**src/psc_pkg.sv**
```systemverilog
package psc_pkg;

    localparam int MAX_AGENTS = 16;
    localparam int IDX_W      = $clog2(MAX_AGENTS);
    localparam int CNT_W      = $clog2(MAX_AGENTS + 1);
    localparam int CW         = 16;   // coordinate width, Q8.8
    localparam int RW         = 16;   // radius width, Q8.8
    localparam int MW         = 12;   // margin width, Q4.8
    localparam int TW         = 7;    // pair total width
    localparam int WORD_W     = 3 * CW + RW;

    localparam logic [TW-1:0] TOTAL_MAX  = '1;
    localparam logic [MW-1:0] MARGIN_RST = MW'(256);

    // command handed from front to back
    typedef struct packed {
        logic                 start;
        logic                 ovf;
        logic [IDX_W-1:0]     idx;
        logic signed [CW-1:0] x;
        logic signed [CW-1:0] y;
        logic signed [CW-1:0] z;
        logic [RW-1:0]        r;
    } t_cmd;

    // one pipeline token: a stored entry to test, or the end of a command
    typedef struct packed {
        logic             valid;
        logic             end_tok;
        logic             first;
        logic             start;
        logic             ovf;
        logic [IDX_W-1:0] idx;
        logic [IDX_W-1:0] j;
    } t_tok;

endpackage

```
**src/psc_front.sv**
```systemverilog
module psc_front (
    input  logic                 i_clk,
    input  logic                 i_rst_n,
    input  logic                 i_valid,
    output logic                 o_ready,
    input  logic                 i_start_set,
    input  logic [psc_pkg::CW-1:0] i_pos_x,
    input  logic [psc_pkg::CW-1:0] i_pos_y,
    input  logic [psc_pkg::CW-1:0] i_pos_z,
    input  logic [psc_pkg::RW-1:0] i_radius,
    input  logic                 i_full,
    output logic                 o_push,
    output psc_pkg::t_cmd        o_cmd
);
    import psc_pkg::*;

    logic [CNT_W-1:0] r_cnt;
    logic [CNT_W-1:0] cnt_eff;
    logic [CNT_W-1:0] n_cnt;
    logic             ovf;

    assign o_ready = !i_full;
    assign o_push  = i_valid && !i_full;
    assign cnt_eff = i_start_set ? '0 : r_cnt;
    assign ovf     = (cnt_eff == CNT_W'(MAX_AGENTS));
    assign n_cnt   = ovf ? cnt_eff : cnt_eff + CNT_W'(1);

    always_comb begin
        o_cmd.start = i_start_set;
        o_cmd.ovf   = ovf;
        o_cmd.idx   = ovf ? '0 : cnt_eff[IDX_W-1:0];
        o_cmd.x     = i_pos_x;
        o_cmd.y     = i_pos_y;
        o_cmd.z     = i_pos_z;
        o_cmd.r     = i_radius;
    end

    always_ff @(posedge i_clk) begin
        if (!i_rst_n) begin
            r_cnt <= '0;
        end else if (o_push) begin
            r_cnt <= n_cnt;
        end
    end

    a_cnt_bound: assert property (@(posedge i_clk) disable iff (!i_rst_n)
        r_cnt <= CNT_W'(MAX_AGENTS)) else $error("agent count past capacity");
    a_start_idx: assert property (@(posedge i_clk) disable iff (!i_rst_n)
        (o_push && i_start_set) |-> (!o_cmd.ovf && o_cmd.idx == '0))
        else $error("new set does not start at index zero");
    a_cnt_step: assert property (@(posedge i_clk) disable iff (!i_rst_n)
        (o_push && !ovf) |=> (r_cnt == $past(cnt_eff) + CNT_W'(1)))
        else $error("count did not advance");
endmodule

```
**config.mk**
```make
export PLATFORM = sky130hd
export DESIGN_NAME = psc_front
export DESIGN_NICKNAME = d
export VERILOG_FILES = /design/src/psc_pkg.sv /design/src/psc_front.sv
export SDC_FILE = /design/constraint.sdc
export NUM_CORES = 1
export LEC_CHECK = 0
export ABC_AREA = 1
export BUFFER_PORTS_ARGS = -buffer_cell sky130_fd_sc_hd__buf_2
export CAP_MARGIN = 20
export CORE_MARGIN = 5
export CORE_UTILIZATION = 30
export CTS_CLUSTER_DIAMETER = 120
export DETAILED_ROUTE_END_ITERATION = 10
export PLACE_DENSITY = 0.95
export RECOVER_POWER = 25
export SETUP_SLACK_MARGIN = 0.5
export SLEW_MARGIN = 20
export SYNTH_ARGS = -nofsm -noshare
export SYNTH_HDL_FRONTEND = slang
export SYNTH_SLANG_ARGS = --single-unit
```
**constraint.sdc**
```tcl
create_clock -name i_clk -period 2.2 [get_ports i_clk]
set_input_delay 0.22 -clock i_clk [delete_from_list [all_inputs] [get_ports i_clk]]
set_output_delay 0.22 -clock i_clk [all_outputs]
set_load 0.1 [all_outputs]
```
Word-level counts from Yosys, hierarchy flattened
Index checks and enable logic that the tools add are counted.
{"block": "op_classes", "n_reduce_logical": 2, "n_addsub": 1, "muxes": 3, "n_eq_ne": 1}
{"op": "$mux 5", "count": 2}
{"op": "$add 5x1->5 const B", "count": 1}
{"op": "$eq 5x5->1 const B", "count": 1}
{"op": "$mux 4", "count": 1}
{"op": "$logic_and 1x1->1", "count": 1}
{"op": "$logic_not 1->1", "count": 1}
{"block": "totals", "regBits": 5, "input_bits": 69, "out_inout_bits": 72}

Logic depth before layout (Yosys ltp)
{"block": "logic_depth", "ltp_word": 3, "depth_mapped": 7, "mapped_depth_nobuf": 7}

Worst setup path before layout
OpenSTA, ideal clock, no wires.
{"block": "synth_path", "kind": "reg-to-reg", "from": "register r_cnt[0]", "to": "register r_cnt[3]", "slack_ns": -0.027, "setup_time_ns": 0.066, "required_ns": 2.134, "t_arrival_ns": 2.161, "stages_incl_launch_ff": 7, "n_path_buf": 0, "synth_period_minus_slack_ns": 2.227, "cell_sequence": "dfxtp_1 inv_1 nor2_1 nand4_1 nand2_1 nand2_1 a21oi_2"}
{"block": "synth_via", "elab_chain_len": 3}
{"item": "start, declared", "line": "psc_front.sv:17", "text": "logic [CNT_W-1:0] r_cnt;"}
{"item": "start signal, assigned", "line": "psc_front.sv:42", "text": "r_cnt <= n_cnt;"}
{"item": "$mux 5 (*)", "line": "psc_front.sv:24", "text": "assign cnt_eff = i_start_set ? '0 : r_cnt;"}
{"item": "$add 5x1->5 / $eq 5x5->1 (equally long branches)", "line": "psc_front.sv:26, psc_front.sv:25"}
{"item": "$mux 5 (*)", "line": "psc_front.sv:26", "text": "assign n_cnt = ovf ? cnt_eff : cnt_eff + CNT_W'(1);"}
Mark *: on every way between the ends. The rest lies on a longest branch, timed or not.
A chain may end at the register's enable or synchronous reset.

==> results.toml <==
[outcome]
status = "finished, final reports clean"

[synthesis]
synth-edff-count = 0
yosys.area.top_type_share_pct = 59.9
synth_fp_nets = 187
ys_top_cells_by_area = "buf_4 (60%), dfxtp_1 (12%), nand2_1 (6.4%)"
synth_common_cells = "buf_4 (66), nand2_1 (14), inv_1 (9)"
synth-seq-area-share_pct = 12.1
ys_types = 16
yosys.area.top_type = "buf_4"
netlist_area_sq_um = 827
netlist_instances = 118
ys_seq_elements = 5
ys_warn_count = 0
avgSynthCellArea_sq_um = 7.01
synth.most_common_cell = "buf_4"
synthArstFlopShare_pct = 0
synth-main-ff-cell = "dfxtp_1"

[placed_design]
hpwlAfterDp_um = 1000
dp.cells = 95
place_congestion = 0.803
place_area_sq_um = 437
io_buffers = 12

[global_route]
antenna_found_initial = 0
grt_max_degree = 7
grt_pass1_wl_um = 1770
grt_use_total_pct = 5.84
grt_pass1_vias = 383
grt_overflow = 0

[clock_tree]
hold_buffers = 0
cts-root-buf = "clkbuf_4"
clock_latency_ns = 0.24
numClockSinks = 5
numCtsBuffers = 3
clkTransAtPathRegs_ns = 0.04
cts_tree = "yes"
htreeDepth = 1
clockBufferDepth = 2

[timing]
fmax_mhz = 652
tightest_slew_ns = 0.504
hold_viol = 0
period_share_pct = 69.8
finalClockSkew_ns = 0.000875
slew_headroom_pct = 66.6
setup_viol = 0
finalMaxSlewViolations = 0
grt_setup_unrepaired = "false"
layout_min_cycle_time_ns = 1.53
fin_tns_setup_ns = 0

[worst_setup_path]
crit_path_end_kind = "output port"
worstSetupStartpointType = "register"
cp.required_ns = 1.98
crit_fanout = 3
crit_chain = "inv_1 -> nor2_1 -> nand2_1 -> nor2_4 -> clkbuf_4"
slowest_stage = "clkbuf_4"
worstSetupPathType = "register to output port"
critPathMaxStageDelay_ns = 0.34
critical_path_arrival_ns = 1.31

[floorplan]
die_height_um = 62.5
coreArea_sq_um = 2710
start_util_pct = 30.5
rows = 19
dieWidth_um = 62.5
dieArea_sq_um = 3910
io_pins = 141

[pwr]
finalPower_uw = 267
peakVddDrop_v = 0.000272
p_leak_uw = 0.000220
p_per_area_nw_per_um2 = 575

[layout]
regMostFlops = "r_cnt"
stdcell_count = 99
drive_gt1_share_pct = 39.7
largest_register_ffs = 5
areaGrowthSynthToFinish_pct = -43.7
diodes = 0
fillers = 333
layout.nets = 138
reg_top3 = "r_cnt (5)"
stdcell_area_sq_um = 465

[drt]
ant_nets = 0
vias_per_cell = 4.67
drc = 0
vias = 462
drtPass1Iterations = 4
avgRoutedWirePerCell_um = 12.6
drt_iter0_drc = 11
routed_wirelength_um = 1240

[min_path]
hold_class = "input pin to register"

[flow_run]
cap_violations = 0
[worst paths after layout]
kind	start	to	slack, ns	cells past startpoint
max	r_cnt[4]	o_cmd[68]	0.67	5
max reg2reg	r_cnt[2]	r_cnt[4]	1.18	4
min reg2reg	r_cnt[3]	r_cnt[3]	0.50	2
min	i_rst_n	r_cnt[1]	0.20	3
[where the power goes]
| part | internal [uW] | total (uW) | leakage (uW) | switching, uW |
|---|---|---|---|---|
| clock | 68.5 | 105 | 0.0000150 | 36.8 |
| combinational | 12.9 | 66.0 | 0.000164 | 53.0 |
| sequential | 93.7 | 96.2 | 0.0000406 | 2.48 |
| total | 175 | 267 | 0.000220 | 92.3 |
[worst max-delay path: cells and delay by family, from the launching register on]
family / cells / cell delay (ns)
buffers and inverters: 2 / 0.38
AND/OR/NAND/NOR: 3 / 0.37
flip-flops: 1 / 0.32
[layout by cell type, fill, tap and decap left out, types with 3 or more instances in the layout]
master,instances
nand2_1,14
buf_2,11
inv_1,8
dfxtp_1,5
nor2_1,4
clkbuf_4,4
nand2_2,3
a21oi_2,3
[metal layers]
| layer | global-route usage (%) | up-vias | wire length, um |
|---|---|---|---|
| li1 | - | 195 | - |
| met1 | 5.16 | 180 | 385 |
| met2 | 7.38 | 59 | 497 |
| met3 | 3.78 | 28 | 228 |
| met4 | 8.49 | 0 | 130 |
| met5 | 0 | - | 0 |
[what timing repair did]
item | CTS | global route
resized for setup | 0 | 1
buffers inserted | 0 | 0
setup endpoints to repair | 0 | 1
[cell type report]
cell class / instances / area, sq um / area share (%)
timing repair buffer: 12 / 62.6 / 13.4
multi-input combinational: 36 / 193 / 41.4
clock buffer: 4 / 26.3 / 5.65
inverter: 11 / 45.0 / 9.68
tap: 31 / 38.8 / 8.33
sequential: 5 / 100 / 21.5
[logic make-up after synthesis]
group | count (synthesis) | synth area share (%)
buffers and inverters | 77 | 64.9
and+or+nand+nor | 28 | 16.3
AOI/OAI and AO/OA | 8 | 6.66
DFF | 5 | 12.1
[metrics by stage]
stage / hold WS, ns / utilization, % / setup slack (ns)
floorplan: 0.318 / - / 0.503
global placement: 0.441 / 16.1 / 0.801
detailed placement: 0.440 / 16.1 / 0.788
CTS: 0.191 / 17.1 / 0.564
global route: 0.202 / 17.2 / 0.560
finish: 0.196 / 17.2 / 0.665
Note: power is estimated with default switching activity, not from simulation.
