<file path="src/psc_pkg.sv">
package psc_pkg;

    localparam int MAX_AGENTS = 16;
    localparam int IDX_W      = $clog2(MAX_AGENTS);
    localparam int CNT_W      = $clog2(MAX_AGENTS + 1);
    localparam int CW         = 16;   // coordinate width, Q8.8
    localparam int RW         = 16;   // radius width, Q8.8
    localparam int MW         = 12;   // margin width, Q4.8
    localparam int TW         = 7;    // pair total width
    localparam int WORD_W     = 3 * CW + RW;

    localparam logic [TW-1:0] TOTAL_MAX  = '1;
    localparam logic [MW-1:0] MARGIN_RST = MW'(256);

    // command handed from front to back
    typedef struct packed {
        logic                 start;
        logic                 ovf;
        logic [IDX_W-1:0]     idx;
        logic signed [CW-1:0] x;
        logic signed [CW-1:0] y;
        logic signed [CW-1:0] z;
        logic [RW-1:0]        r;
    } t_cmd;

    // one pipeline token: a stored entry to test, or the end of a command
    typedef struct packed {
        logic             valid;
        logic             end_tok;
        logic             first;
        logic             start;
        logic             ovf;
        logic [IDX_W-1:0] idx;
        logic [IDX_W-1:0] j;
    } t_tok;

endpackage

</file>
<file path="src/psc_cmd_fifo.sv">
module psc_cmd_fifo (
    input  logic          i_clk,
    input  logic          i_rst_n,
    input  logic          i_push,
    input  psc_pkg::t_cmd i_cmd,
    output logic          o_full,
    input  logic          i_pop,
    output logic          o_empty,
    output psc_pkg::t_cmd o_cmd
);
    import psc_pkg::*;

    t_cmd       r_mem [2];
    logic       r_wp;
    logic       r_rp;
    logic [1:0] r_cnt;

    assign o_full  = (r_cnt == 2'd2);
    assign o_empty = (r_cnt == 2'd0);
    assign o_cmd   = r_mem[r_rp];

    always_ff @(posedge i_clk) begin
        if (i_push) begin
            r_mem[r_wp] <= i_cmd;
        end
        if (!i_rst_n) begin
            r_wp  <= 1'b0;
            r_rp  <= 1'b0;
            r_cnt <= 2'd0;
        end else begin
            if (i_push) begin
                r_wp <= !r_wp;
            end
            if (i_pop) begin
                r_rp <= !r_rp;
            end
            r_cnt <= r_cnt + 2'(i_push) - 2'(i_pop);
        end
    end

    a_no_over: assert property (@(posedge i_clk) disable iff (!i_rst_n)
        !(i_push && o_full)) else $error("push into full queue");
    a_no_under: assert property (@(posedge i_clk) disable iff (!i_rst_n)
        !(i_pop && o_empty)) else $error("pop from empty queue");
    a_ptrs: assert property (@(posedge i_clk) disable iff (!i_rst_n)
        (r_cnt == 2'd0 || r_cnt == 2'd2) |-> (r_wp == r_rp))
        else $error("queue pointers out of step");
endmodule

</file>
<file path="config.mk">
export PLATFORM = sky130hd
export DESIGN_NAME = psc_cmd_fifo
export DESIGN_NICKNAME = d
export VERILOG_FILES = /design/src/psc_pkg.sv /design/src/psc_cmd_fifo.sv
export SDC_FILE = /design/constraint.sdc
export NUM_CORES = 1
export LEC_CHECK = 0
export BUFFER_PORTS_ARGS = -buffer_cell sky130_fd_sc_hd__buf_2
export CAP_MARGIN = 20
export CORE_UTILIZATION = 37
export DETAILED_ROUTE_END_ITERATION = 6
export SETUP_SLACK_MARGIN = 0.15
export SYNTH_ARGS = -nofsm -noshare
export SYNTH_HDL_FRONTEND = slang
export SYNTH_SLANG_ARGS = --single-unit
</file>
<file path="constraint.sdc">
create_clock -name i_clk -period 4.9 [get_ports i_clk]
set_input_delay 0.245 -clock i_clk [delete_from_list [all_inputs] [get_ports i_clk]]
set_output_delay 0.245 -clock i_clk [all_outputs]
set_load 0.01 [all_outputs]
</file>
* Word level (Yosys, flattened, before mapping)
Memory sizes are Yosys's and may differ from the RTL's. A register that Yosys moved wholly into a read port is not among the register bits.
Cells that the tools add are included.
** Storage, ports and cells
- Bits in registers :: 4
- Memory bits (writable) :: 140
- Input port bits :: 74
- Output and inout port bits :: 72
- Word-level logic and storage cells :: 14
- Memories kept :: 1
** Cells by class
- $add $sub $neg :: 2
- Eq/ne operators :: 1
- Multiplexer cells :: 4
- Reductions and logical operators :: 3
** Memory list
- r_mem :: depth 2, width 70, rd ports 1, clocked after Yosys merged registers in 1, write ports 1, RTL line psc_cmd_fifo.sv:13 : t_cmd r_mem [2];
** Operators by type and width (number)
- 1-bit two-way mux :: 4
- 2-bit by 1-bit adder with 2-bit output :: 1
- 2-bit == test (second input constant) :: 1
- 1-bit zero test :: 2
- 2-bit zero test :: 1
- 2-bit by 1-bit subtractor with 2-bit output :: 1

* Logic depth before layout (Yosys ltp)
Gate-level depths: netlist (run 1).
- Word-level depth :: 3
- Mapped depth :: 6
- Mapped depth without buffers :: 6

* Worst setup path before layout (run 1)
No wires, ideal clock.
- Path type :: flip-flop to flip-flop
- Start :: reg r_wp
- End :: mem r_mem[0][0] (netlist name), enable pin
- Setup time :: 0.508 ns
- Arrival :: 3.435 ns
- Required time :: 4.392 ns
- Setup slack :: 0.957 ns
- Stages on the path, launching flop included :: 2
- Buffers on the path :: 0
- Period minus slack after synthesis :: 3.943 ns
- Cells stage by stage :: dfxtp_1 -> nor2b_1
** RTL lines
- from (decl) :: RTL line psc_cmd_fifo.sv:14 : logic r_wp;
- from (signal assigned) :: RTL line psc_cmd_fifo.sv:32 : r_wp <= !r_wp;
- to (decl) :: RTL line psc_cmd_fifo.sv:13
No word-level cell before the write port.

==> results of run 1 <==
## worst max-delay path: cells and delay by family, from the launching register on
family                 cells  cell delay (ps)
DFF                        1              970
muxes                      1              340
buffers and inverters      2              650
## cells by family (layout without fill, tap and decap cells)
family / after synthesis / after routing / share of synthesized area, %
simple gates: 9 / 9 / 0.955
xor+xnor: 2 / 2 / 0.555
mux: 70 / 70 / 18.7
compound gates: 1 / 1 / 0.133
flops: 145 / 145 / 76.4
buf+inv: 10 / 220 / 2.82
fa+ha+maj: 2 / 2 / 0.444
## layer usage
| metal | wire, µm | share of wire [%] | vias to the layer above | global-route usage [%] |
|---|---|---|---|---|
| met3 | 609 | 6.2 | 12 | 4.71 |
| met1 | 4020 | 41 | 1374 | 14.6 |
| met2 | 4940 | 51 | 96 | 22.3 |
| li1 | - | - | 1336 | - |
| met4 | 181 | 1.9 | 0 | 6.53 |
| met5 | 0 | 0 | - | 0 |
## cells in the final DEF (no fill, tap or decap), types with 3 or more instances in the layout
cell	count
buf_2	145
edfxtp_1	140
mux2_4	70
dlygate4sd3_1	39
clkbuf_16	17
clkinv_4	5
bufinv_16	4
dfxtp_1	4
and2_1	3
nor2b_1	3
clkinv_2	3
## power breakdown
group | switching (W) | internal [W] | leakage [nW]
clock network | 0.000486 | 0.000850 | 0.301
logic | 0.000138 | 0.000195 | 1.34
registers | 0.0000401 | 0.00143 | 1.36
## state kept, by name, indices dropped and copies added, names as in the netlist, named ones only
| signal | cells |
|---|---|
| r_mem | 140 |
| r_rp | 1 |
| r_cnt | 2 |
| r_wp | 1 |
## per-stage QoR
step | instances | total power, W | cell area [µm²] | hold slack (ps)
after global routing | 633 | 0.00326 | 7470 | 0.556
after CTS | 628 | 0.00318 | 7420 | 0.0343
final | 633 | 0.00314 | 7470 | 19.2
after global placement | 562 | 0.00181 | 6460 | 432
after floorplan | 239 | 0.00171 | 5630 | 344
after detailed placement | 562 | 0.00182 | 6460 | 436
## final timing paths
kind                            startpoint            to  slack, ps  cells past startpoint
worst max-delay path                  flop      o_cmd[7]       2240                      3
worst min register to register        r_rp          flop        580                      2
worst max register to register        r_wp  r_mem[0][50]       2800                      2
worst min-delay path             i_cmd[41]  r_mem[1][41]         20                      1
## layout make-up
| class | instances | area [µm²] |
|---|---|---|
| Sequential cell | 145 | 4310 |
| Multi-Input combinational cell | 84 | 1180 |
| Timing Repair Buffer | 186 | 1130 |
| Clock buffer | 18 | 429 |
| Tap cell | 184 | 230 |
| Inverter | 2 | 7.51 |
| Clock inverter | 14 | 190 |
| Fill cell | 1225 | 7220 |
## what timing repair did
action / 4_1_cts / 5_1_grt
hold buffers: 34 / 5
resized for setup: 0 / 0
setup buffers: 0 / 0
hold endpoints to repair: 67 / 9
endpoints found under the setup margin: 0 / 0
==> results.toml, run 1 <==
[status]
status = "complete, but fails checks"
violations = "design-rule violations"

[setup_path]
crit_fanout = 49
critPathLaunchType = "flop"
crit_chain = "buf_4 > mux2_4 > buf_2"
worstSetupPathType = "reg -> out"
crit_required_ps = 4660
end_kind = "primary output"
cpPeakStageDelay_ps = 970
cp_slowest_cell = "dfxtp_4"
arrival_ps = 2410

[timing]
setup_ws_ps = 2240
hold_violations = 0
skew_ps = 3.84
rsz0062_at_grt = "false"
slew_viol_final = 0
max_slew.worst_pin.slew_ps = 992
fmax_mhz = 376
period_share_pct = 54.3
setup_tns_ps = 0
min_period_ps = 2660
slew_headroom_pct = 33.9
report.final.setup_viol = 0

[pwr]
peakVddDrop_mv = 0.251
p_leak_nw = 3.00
power-per-cell-area_nw_per_um2 = 420

[floorplanning]
core_area_um2 = 14700
die_x_um = 125
io-pin-count = 146
start_util_pct = 38.3
die_y_um = 125
row_count = 44
die_area_um2 = 15700

[logic_synthesis]
synth_cell_type_count = 13
yosysTopAreaCellShare_pct = 74.7
synth_commonest_cells = "140 x edfxtp_1, 70 x mux2_4, 7 x buf_12"
syn_area_per_cell_um2 = 23.6
synth_edf_count = 140
synth-seq-cells = 145
yosysMostFrequentCell = "edfxtp_1"
synth.cell_area_um2 = 5630
syn-instance-count = 239
ys_seq_area_share_pct = 76.4
synth_area_leaders = "edfxtp_1 75%, mux2_4 19%, buf_12 2.5%, dfxtp_1 1.8%, and2_1 0.44%"
synth_flop_cell = "edfxtp_1"
syn_nets = 315
yosysWarnings = 0
synth_top_cell_by_area = "edfxtp_1"
synthArstFlopShare_pct = 0

[grt]
grt.total_usage_pct = 13.1
grt.overflow.total = 0
grt_pass1_wl_mm = 15.2
grt_max_degree = 71
antenna_found_initial = 0
grt_pass1_vias = 2983

[clock_tree]
root_buffer = "clkbuf_16"
path_clk_slew_ps = 60
htree_levels = 4
clock-sinks = 145
cts_tree = "built"
insertion_delay_ps = 420
cts_made_buffers = 17
cts_buffer_depth = 2

[route]
drcViolationCount = 8
dr.pass1.iters = 6
vias = 2818
wirelength_mm = 9.75
avgViaCountPerCell = 4.45
wl_per_cell_um = 15.4
drt_iter0_drc = 167
drtAntennaViolNets = 0

[placement]
port_buffers = 145
pre_cts_slack_ps = 2640
dp_hpwl_mm = 5.95
place_congestion = 0.692

[layout]
area_growth_pct = 32.7
num-nets-final = 512
drive_above_1_share_pct = 55.7
post-route-util_pct = 50.9
antenna_cells = 0

[flow_run]
max_cap_violations = 0

[min_path]
min_path_type = "in -> reg"
No activity file was read; power rests on OpenSTA's default activity.
==> run 2, diff against run 1 <==
ABC_AREA = 1   (was default)
clock period = 2.5 ns   (was 4.9 ns; I/O delays follow)
==> run 2 against run 1 <==
  * The flow still finishes with violations (design-rule violations)
  * Sequential cell count is the same
  * Critical path depth is the same
  * Clock-buffer cell count grew 1
  * Global-route usage grew 0.45 points
  * Final area grew 5.5%
  * First-iteration DRC count shrank 20%
  * Critical endpoint is now o_cmd[63]
  * Largest cell class unchanged
  * Largest power group unchanged
  * Highest routed layer unchanged
==> results.toml, run 2 <==
[status]
status = "complete, but fails checks"
violations = "design-rule violations"

[logic_synthesis]
synth_cell_type_count = 11
yosysWarnings = 0
syn-instance-count = 251
ys_seq_area_share_pct = 76.4
synth_commonest_cells = "140 x edfxtp_1, 70 x mux2_4, 9 x nor2_1"
synthArstFlopShare_pct = 0
syn_area_per_cell_um2 = 22.4
yosysMostFrequentCell = "edfxtp_1"
synth_top_cell_by_area = "edfxtp_1"
syn_nets = 327
synth.cell_area_um2 = 5630
yosysTopAreaCellShare_pct = 74.7
synth_edf_count = 140
synth_flop_cell = "edfxtp_1"
synth-seq-cells = 145
synth_area_leaders = "edfxtp_1 75%, mux2_4 19%, buf_12 2.5%, dfxtp_1 1.8%, nor2_1 0.60%"

[setup_path]
crit_fanout = 28
arrival_ps = 1780
critPathLaunchType = "flop"
timing.rr.end = "r_mem[1][26]"
end_kind = "primary output"
r2r_slack_ps = 940
crit_required_ps = 2380
worstSetupPathType = "reg -> out"
r2r_cells = 3
reg2reg_from = "r_wp"

[pwr]
power-per-cell-area_nw_per_um2 = 782
p_leak_nw = 3.20
peakVddDrop_mv = 0.474

[timing]
report.final.setup_viol = 0
setup_tns_ps = 0
min_period_ps = 1910
period_share_pct = 76.4
slew_headroom_pct = 61.1
max_slew.worst_pin.slew_ps = 584
slew_viol_final = 0
hold_violations = 0
skew_ps = 7.41
rsz0062_at_grt = "false"
fmax_mhz = 524

[floorplanning]
io-pin-count = 146
die_x_um = 125
die_area_um2 = 15700
die_y_um = 125
core_area_um2 = 14700
start_util_pct = 38.3
row_count = 44

[layout]
area_growth_pct = 40.0
antenna_cells = 0
largest_reg_flops = 140
post-route-util_pct = 53.7
nFillCells = 1166
largest_register = "r_mem"
layout_commonest_cell = "buf_2"
drive_above_1_share_pct = 50.1
num-nets-final = 562
final_cell_mix = "145 x buf_2, 140 x edfxtp_1, 73 x dlygate4sd3_1, 70 x mux2_4, 17 x clkbuf_16"
reg_top3 = "r_mem (140), r_cnt (2)"

[grt]
antenna_found_initial = 0
grt_pass1_wl_mm = 15.8
grt_pass1_vias = 3178
grt.total_usage_pct = 13.6
grt_max_degree = 43
grt.overflow.total = 0

[route]
wirelength_mm = 10.0
vias = 3026
avgViaCountPerCell = 4.43
drtAntennaViolNets = 0
wl_per_cell_um = 14.7
drt_iter0_drc = 134
drcViolationCount = 6
dr.pass1.iters = 7

[placement]
port_buffers = 145
dp_hpwl_mm = 6.38
place_congestion = 0.694

[clock_tree]
ctsHoldBuffers = 73
clock-sinks = 145
root_buffer = "clkbuf_16"
cts_resized = 0
path_clk_slew_ps = 60
cts_buffer_depth = 2
cts_made_buffers = 17
htree_levels = 4
cts_tree = "built"
cts_setup_buffers = 0
insertion_delay_ps = 410

[min_path]
min-delay-start = "i_cmd[61]"
min_path_type = "in -> reg"
min_to = "r_mem[1][61]"
hold_depth = 2

[flow_run]
max_cap_violations = 0
[run 2: worst max path at each step]
| stage | from | to | slack, ps | cells past startpoint |
|---|---|---|---|---|
| CTS | flop | o_cmd[56] | 550 | 3 |
| global route | flop | o_cmd[30] | 500 | 3 |
| finish | flop | o_cmd[63] | 590 | 3 |
| floorplan | r_wp | r_mem[1][0] | 250 | 2 |
| detailed placement | r_wp | r_mem[1][23] | 900 | 3 |
| global placement | r_wp | r_mem[1][24] | 930 | 3 |
[run 2: per-stage QoR]
stage	setup WS [ps]	total power, W	hold WS [ps]	cells	area [µm²]
finish	590	0.00617	427	683	7890
global route	496	0.00641	419	683	7890
CTS	550	0.00624	410	683	7890
detailed placement	905	0.00350	316	578	6530
global placement	928	0.00348	314	578	6530
floorplan	252	0.00328	218	251	5640
[run 2: per-layer routing]
layer	GRT usage, %	vias up	share of wire [%]
li1	-	1444	-
met1	16.1	1457	43
met2	21.8	107	49
met3	4.92	18	6.0
met4	7.03	0	2.2
met5	0	-	0
[run 2: cells by family (layout without fill, tap and decap cells)]
group | after synthesis | after routing | synth area share (%)
multiplexers | 70 | 70 | 18.7
AND/OR/NAND/NOR | 18 | 18 | 1.22
buffers and inverters | 15 | 263 | 3.15
adder cells (fa/ha/maj) | 2 | 2 | 0.444
AO/OA/AOI/OAI | 1 | 1 | 0.0888
flip-flops | 145 | 145 | 76.4
[run 2: final cells by class]
cell class	instances	area, µm²	share of cell area, %
clock buffer	19	433	5.49
clock inverter	13	191	2.43
sequential	145	4310	54.6
multi-input combinational	91	1160	14.7
timing repair buffer	224	1540	19.5
inverter	7	27.5	0.349
tap	184	230	2.92
[run 2: power breakdown]
part           internal, W  total [W]  switching, W
Clock              0.00175    0.00264      0.000892
Sequential         0.00281    0.00286     0.0000458
Combinational     0.000373   0.000664      0.000291
[run 2: critical path: stages (launching register included)]
cell and delay (ps):
dfxtp_4 590, buf_12 290, mux2_4 320, buf_2 150
==> run 3, diff against run 2 <==
ABC_AREA = 0   (was 1)
clock period = 2 ns   (was 2.5 ns; I/O delays follow)
==> run 3 against run 2 <==
  * The run still ends with design-rule violations left
  * Final cell count down 2.3%
  * Wire length is 2.4% lower
  * Worst hold slack got worse by 360 ps
  * Final area shrank 1.7%
  * Critical path type unchanged
  * Highest routed layer unchanged
==> results.toml, run 3 (synthesized netlist as in run 1, its figures left out) <==
[clock_tree]
root_buffer = "clkbuf_16"
cts_buffer_depth = 2
ctsHoldBuffers = 71
cts_setup_buffers = 0
cts_tree = "built"
cts_resized = 0
clock-sinks = 145
cts_made_buffers = 17
insertion_delay_ps = 400
path_clk_slew_ps = 50
htree_levels = 4

[timing]
report.final.setup_viol = 0
fmax_mhz = 579
slew_viol_final = 0
max_slew.worst_pin.slew_ps = 418
setup_tns_ps = 0
skew_ps = 4.83
period_share_pct = 86.3
slew_headroom_pct = 72.1
hold_violations = 0
min_period_ps = 1730
rsz0062_at_grt = "false"

[floorplanning]
io-pin-count = 146
die_area_um2 = 15700
row_count = 44
core_area_um2 = 14700
die_y_um = 125
start_util_pct = 38.3
die_x_um = 125

[pwr]
power.share.clock_pct = 37.9
combPwrFrac_pct = 12.9
seqPwrFrac_pct = 49.2
p_leak_nw = 3.11
power_switching_w = 0.00152
peakVddDrop_mv = 0.533
finalPower_w = 0.00724
power-per-cell-area_nw_per_um2 = 934
p_sw_share_pct = 21.0
p_int_w = 0.00572

[grt]
antenna_found_initial = 0
grt_pass1_vias = 3124
grtUsageMet2_pct = 22.6
met3_usage_pct = 5.39
grt_max_degree = 72
grt.overflow.total = 0
use_met1_pct = 14.7
grt.total_usage_pct = 13.1
busiest_layer = "met2"
grt_pass1_wl_mm = 15.4

[route]
vias = 2949
dr.pass1.iters = 7
avgViaCountPerCell = 4.42
wl_per_cell_um = 14.7
drcViolationCount = 8
wirelength_mm = 9.80
drt_iter0_drc = 190
drtAntennaViolNets = 0

[layout]
drive_above_1_share_pct = 50.9
layout_commonest_cell = "buf_2"
final_cell_mix = "145 x buf_2, 140 x edfxtp_1, 71 x dlygate4sd3_1, 70 x mux2_4, 17 x clkbuf_16"
area_growth_pct = 37.7
reg_top3 = "r_mem (140), r_cnt (2)"
antenna_cells = 0
largest_reg_flops = 140
largest_register = "r_mem"
num-nets-final = 548
post-route-util_pct = 52.7

[setup_path]
crit_required_ps = 1900
crit_fanout = 52
arrival_ps = 1630
end_kind = "primary output"
worstSetupPathType = "reg -> out"
critPathLaunchType = "flop"

[flow_run]
max_cap_violations = 0

[placement]
place_congestion = 0.649
port_buffers = 145
dp_hpwl_mm = 6.01

[min_path]
min_path_type = "in -> reg"

[status]
violations = "design-rule violations"
status = "complete, but fails checks"
[run 3: cell types whose count changed in the layout (fill, tap and decap cells not counted), sizes merged, moves of 2 or more]
cell / delta
nor2b: +4
inv: -4
clkinv: -3
clkbuf: +3
nand2: -8
nor2: -8
and2: +4
bufinv: -4
dlygate4sd3: -2
[run 3: final cells by class]
type                       instances  area (µm²)
clock buffer                      22         444
clock inverter                     8        66.3
fill                            1207        6950
inverter                           2        7.51
multi-input combinational         84        1180
sequential                       145        4310
tap                              184         230
timing repair buffer             222        1520
[run 3: per-layer routing]
layer / up-vias / part of all wire (%)
li1: 1410 / -
met1: 1440 / 43
met2: 93 / 51
met3: 6 / 5.7
met4: 0 / 0.84
met5: - / 0
[run 3: critical path, stage by stage, from the launching register on]
cell and delay (ps):
dfxtp_4 350, buf_12 360, mux2_4 350, buf_2 140
[run 3: worst paths after layout]
| kind | from | endpoint | slack (ps) | depth (start not counted) |
|---|---|---|---|---|
| worst max-delay path | flop | o_cmd[12] | 270 | 3 |
| worst min-delay path | i_pop | flop | 70 | 3 |
| worst max register to register | r_wp | r_mem[1][24] | 620 | 2 |
| worst min register to register | r_rp | flop | 580 | 2 |
[run 3: power groups by stage]
stage               registers [W]  clock network (W)  logic [W]
finish                    0.00356            0.00275   0.000936
global route              0.00357            0.00293    0.00101
CTS                       0.00356            0.00282   0.000954
detailed placement        0.00362                  0   0.000843
global placement          0.00361                  0   0.000832
floorplan                 0.00361                  0   0.000573
[run 3: stage by stage]
stage | setup WS (ps) | cells | hold slack [ps] | area (µm²)
2_1_floorplan | 200 | 239 | 199 | 5640
3_3_place_gp | 621 | 566 | 288 | 6530
3_5_place_dp | 582 | 566 | 292 | 6530
4_1_cts | 241 | 667 | 45.9 | 7750
5_1_grt | 206 | 667 | 71.3 | 7750
6_report | 273 | 667 | 66.3 | 7750
